$ cat src/sv/psu_pkg.sv
// ----------------------------------------------------------------------------
// psu_pkg
// Shared types, widths and helpers for the particle store update core.
// ----------------------------------------------------------------------------
package psu_pkg;

    localparam int SlotsDefault = 64;
    localparam int PackW  = 63;
    localparam int LaneW  = 21;
    localparam int TimeW  = 32;
    localparam int LifeW  = 24;
    localparam int DtW    = 16;
    localparam int RadW   = 16;
    localparam int ColW   = 32;
    localparam int AgeW   = 16;
    localparam int InDataW  = 328;   // 325 field bits padded to bytes
    localparam int OutDataW = 120;   // 117 field bits padded to bytes

    typedef enum logic {
        ACT_EMIT = 1'b0,
        ACT_TICK = 1'b1
    } action_t;

    // Classified command from the front part to the back part.
    typedef struct packed {
        action_t          act;
        logic [PackW-1:0] pos;
        logic [PackW-1:0] vel;
        logic [PackW-1:0] acc;
        logic [LifeW-1:0] life;
        logic [DtW-1:0]   dt;
        logic [RadW-1:0]  rad_s;
        logic [RadW-1:0]  rad_e;
        logic [ColW-1:0]  col_s;
        logic [ColW-1:0]  col_e;
    } cmd_t;

    function automatic logic signed [LaneW-1:0] sat21(input logic signed [47:0] v);
        logic signed [47:0] hi;
        logic signed [47:0] lo;
        hi = 48'sd1048575;
        lo = -48'sd1048576;
        if (v > hi) return LaneW'(hi);
        if (v < lo) return LaneW'(lo);
        return v[LaneW-1:0];
    endfunction

    function automatic logic [TimeW-1:0] sat_add(input logic [TimeW-1:0] a,
                                                 input logic [TimeW-1:0] b);
        logic [TimeW:0] s;
        s = {1'b0, a} + {1'b0, b};
        return s[TimeW] ? {TimeW{1'b1}} : s[TimeW-1:0];
    endfunction

endpackage

$ cat src/sv/psu_front.sv
// ----------------------------------------------------------------------------
// psu_front
// Accepts input transfers, classifies them and queues commands (2 deep).
// ----------------------------------------------------------------------------
module psu_front
    import psu_pkg::*;
(
    input  logic                clk,
    input  logic                rst_n,
    input  logic                s_tvalid,
    output logic                s_tready,
    input  logic [InDataW-1:0]  s_tdata,
    input  logic                s_tuser,
    output logic                cmd_valid,
    input  logic                cmd_ready,
    output cmd_t                cmd
);
    cmd_t       q_reg [2];
    logic       wp_reg, rp_reg;
    logic [1:0] cnt_reg;
    cmd_t       in_cmd;
    logic       push, pop;

    always_comb
    begin
        in_cmd.act   = action_t'(s_tuser);
        in_cmd.pos   = s_tdata[62:0];
        in_cmd.vel   = s_tdata[125:63];
        in_cmd.acc   = s_tdata[188:126];
        in_cmd.life  = s_tdata[212:189];
        in_cmd.dt    = s_tdata[228:213];
        in_cmd.rad_s = s_tdata[244:229];
        in_cmd.rad_e = s_tdata[260:245];
        in_cmd.col_s = s_tdata[292:261];
        in_cmd.col_e = s_tdata[324:293];
    end

    assign s_tready  = (cnt_reg != 2'd2);
    assign cmd_valid = (cnt_reg != 2'd0);
    assign cmd       = q_reg[rp_reg];
    assign push      = s_tvalid && s_tready;
    assign pop       = cmd_valid && cmd_ready;

    always_ff @(posedge clk)
    begin
        if (push)
        begin
            q_reg[wp_reg] <= in_cmd;
        end
    end

    always_ff @(posedge clk or negedge rst_n)
    begin
        if (!rst_n)
        begin
            wp_reg  <= 1'b0;
            rp_reg  <= 1'b0;
            cnt_reg <= 2'd0;
        end
        else
        begin
            if (push) wp_reg <= ~wp_reg;
            if (pop)  rp_reg <= ~rp_reg;
            cnt_reg <= cnt_reg + 2'(push) - 2'(pop);
        end
    end
endmodule

$ cat config.mk
export PLATFORM = sky130hd
export DESIGN_NAME = psu_front
export DESIGN_NICKNAME = d
export VERILOG_FILES = /design/src/sv/psu_pkg.sv /design/src/sv/psu_front.sv
export SDC_FILE = /design/constraint.sdc
export NUM_CORES = 1
export LEC_CHECK = 0
export ABC_AREA = 1
export BUFFER_PORTS_ARGS = -buffer_cell sky130_fd_sc_hd__buf_2
export CELL_PAD_IN_SITES_DETAIL_PLACEMENT = 0
export CELL_PAD_IN_SITES_GLOBAL_PLACEMENT = 1
export CORE_AREA = 2 2 255 257
export CTS_CLUSTER_DIAMETER = 80
export DETAILED_ROUTE_END_ITERATION = 6
export DIE_AREA = 0 0 257 259
export PLACE_DENSITY_LB_ADDON = 0.1
export SLEW_MARGIN = 5
export SYNTH_ARGS = -nofsm -noshare
export SYNTH_HDL_FRONTEND = slang
export SYNTH_SLANG_ARGS = --single-unit
$ cat constraint.sdc
create_clock -name clk -period 24.1 [get_ports clk]
set_input_delay 0 -clock clk [delete_from_list [all_inputs] [get_ports clk]]
set_output_delay 0 -clock clk [all_outputs]
set_load 0.005 [all_outputs]
==> impl_metrics.ini <==
[synth]
ys_seq_area_share_pct = 82.6
yosys_warnings = 0
syn-num-nets = 2069
syn_area_um2 = 23800
yosys.area.top_type = edfxtp_1
ys_ff_latch = 656
synth_cells = 1734
ys_types = 10
synthTopCellsByArea = edfxtp_1 (82%), nand2_1 (16%), buf_2 (1.4%)
syn_avg_cell_area_um2 = 13.7
yosys.area.top_type_share_pct = 82.2

[setup_path]
cp_cell_sequence = nand2_1 -> nand2_1 -> nor2_4 -> buf_4 -> buf_4 -> buf_4
crit_family = buffers and inverters
start_kind = flip-flop
endpoint_kind = flip-flop
critPathSlowestCell = buf_4
cpPeakStageDelay_ns = 0.94
arrival_ns = 4.04
crit_type = flip-flop to flip-flop
critical_path_buf_inv_count = 3
crit_path_frequent_cell = buf_4
crit_required_ns = 24.29
path_max_fanout = 75

[detailed_routing]
drc_errors = 0
drtAntennaViolNets = 0
drt_iter0_markers = 961
vias_per_cell = 4.46
vias = 16200
wirelength_um = 66900
drt-wirelength-per-cell_um = 18.4
drt_first_pass_iters = 5

[global_routing]
grt_pass1_vias = 16500
grt_usage_pct = 19.7
grt-ovfl-total = 0
antenna_found_initial = 9
grt_pass1_wl_um = 99200
grt_start_max_net_pins = 166

[timing]
period_minus_slack_ns = 3.85
maxSlewViolCount = 0
max_freq_mhz = 260
report.final.hold_viol_count = 0
slew_headroom_pct = 22.9
setup_violations = 0
fin_skew_ns = 0.0195
fin_setup_tns_ns = 0
rsz0062_at_grt = no
tightest_slew_ns = 1.16
fin_crit_sh_pct = 16.0

[cells_and_area]
fill_cells = 5609
multiInputGateArea_um2 = 3770
design_area_um2 = 33500
largest_register_ffs = 652
final_nets = 3069
regArea_um2 = 19700
syn_to_final_growth_pct = 40.6
final_cells = 3645
drive_gt1_share_pct = 27.3

[placement]
dpl.hpwl_um = 43200
gp_congestion = 0.800
dpl.cell_count = 3185
port_buffers = 657
dpl_cell_area_um2 = 28000

[cts]
cts_sinks = 656
postCtsSetupBuffers = 0
cts_tree = done
postCtsHoldBufs = 330
cts_made_buffers = 72
path_clk_slew_ns = 0.06
root_buffer = clkbuf_16
insertion_delay_ns = 0.60
cts_resized = 0
cts-htree-levels = 3
clock_path_buffers = 3

[min_path]
hp-class = input port to flip-flop

[die]
ioPinCount = 661
fp.dieW_um = 257
core_um2 = 63900
num_rows = 93
start_util_pct = 37.3
die_h_um = 259
die_area_um2 = 66600

[power_and_ir_drop]
peakVddDrop_mv = 0.0887
power_density_nw_per_um2 = 114
power.leakage_nw = 14.3

[run]
max-cap-violations = 0

[status]
status = finished clean
logic make-up (layout without fill, tap and decap cells):
family / after synthesis / in the layout / synth area share, %
buf+inv: 81 / 1131 / 1.62
simple gates: 995 / 995 / 15.7
other cells: 0 / 6 / 0
flops: 656 / 656 / 82.6
fa+ha+maj: 2 / 2 / 0.105
cell usage in the layout (no fill, tap or decap), types with 3 or more instances in the layout:
cell             n
diode_2          6
clkbuf_1        20
nand3_1          3
inv_1            7
edfxtp_1       652
inv_6            3
clkinv_1        16
buf_2          657
bufinv_16        5
dfrtp_1          3
buf_4            9
clkbuf_16       75
clkinv_2         3
dlygate4sd3_1  330
nand2_1        991
metrics by stage:
step | hold WS, ns | total power, W | setup WS, ns | util, %
6_report | 0.119 | 0.00382 | 20.25 | 52.5
5_1_grt | 0.106 | 0.00405 | 19.94 | 52.4
4_1_cts | 0.0803 | 0.00389 | 20.09 | 52.4
3_5_place_dp | -0.181 | 0.00279 | 20.19 | 43.8
3_3_place_gp | -0.186 | 0.00278 | 20.17 | 43.8
2_1_floorplan | -0.296 | 0.00230 | 9.00 | -
final timing paths:
| check | start | end | slack [ns] | depth (start not counted) |
|---|---|---|---|---|
| max reg2reg | cnt_reg[1]$_DFF_PN0_ | q_reg[1][215]$_DFFE_PP_ | 20.25 | 6 |
| min | s_tdata[264] | q_reg[0][35]$_DFFE_PP_ | 0.12 | 2 |
| min reg2reg | wp_reg$_DFFE_PN0N_ | wp_reg$_DFFE_PN0N_ | 0.48 | 2 |
| min in group asynchronous | rst_n | cnt_reg[1]$_DFF_PN0_ | 0.37 | 3 |
| max | cnt_reg[1]$_DFF_PN0_ | q_reg[1][215]$_DFFE_PP_ | 20.25 | 6 |
| max in group asynchronous | rst_n | rp_reg$_DFFE_PN0P_ | 23.53 | 3 |
per-layer routing:
metal / track usage, % / vias up / share of wire, %
met1: 22.7 / 7753 / 38
li1: - / 7884 / -
met5: 0 / - / 0.079
met3: 6.82 / 116 / 8.3
met4: 6.62 / 8 / 2.8
met2: 34.2 / 482 / 50
power breakdown:
group	switching [W]	internal, W
registers	0.0000716	0.00156
clock network	0.000425	0.000623
logic	0.000754	0.000386
layout make-up:
cell class,instances,area share [%]
repair buffers,998,20.0
diodes,6,0.0448
flip-flops and latches,656,58.7
inverters,9,0.146
clock buffers,96,5.87
well taps,855,3.19
multi-input cells,997,11.3
clock inverters,28,0.773
cell usage after synthesis:
cell      instances
clkbuf_1          6
dfrtp_1           4
inv_1             8
edfxtp_1        652
nand3_1           3
ha_1              2
nand2_1         991
nor2_1            1
inv_2             1
buf_2            66
(Power assumes the default switching activity.)
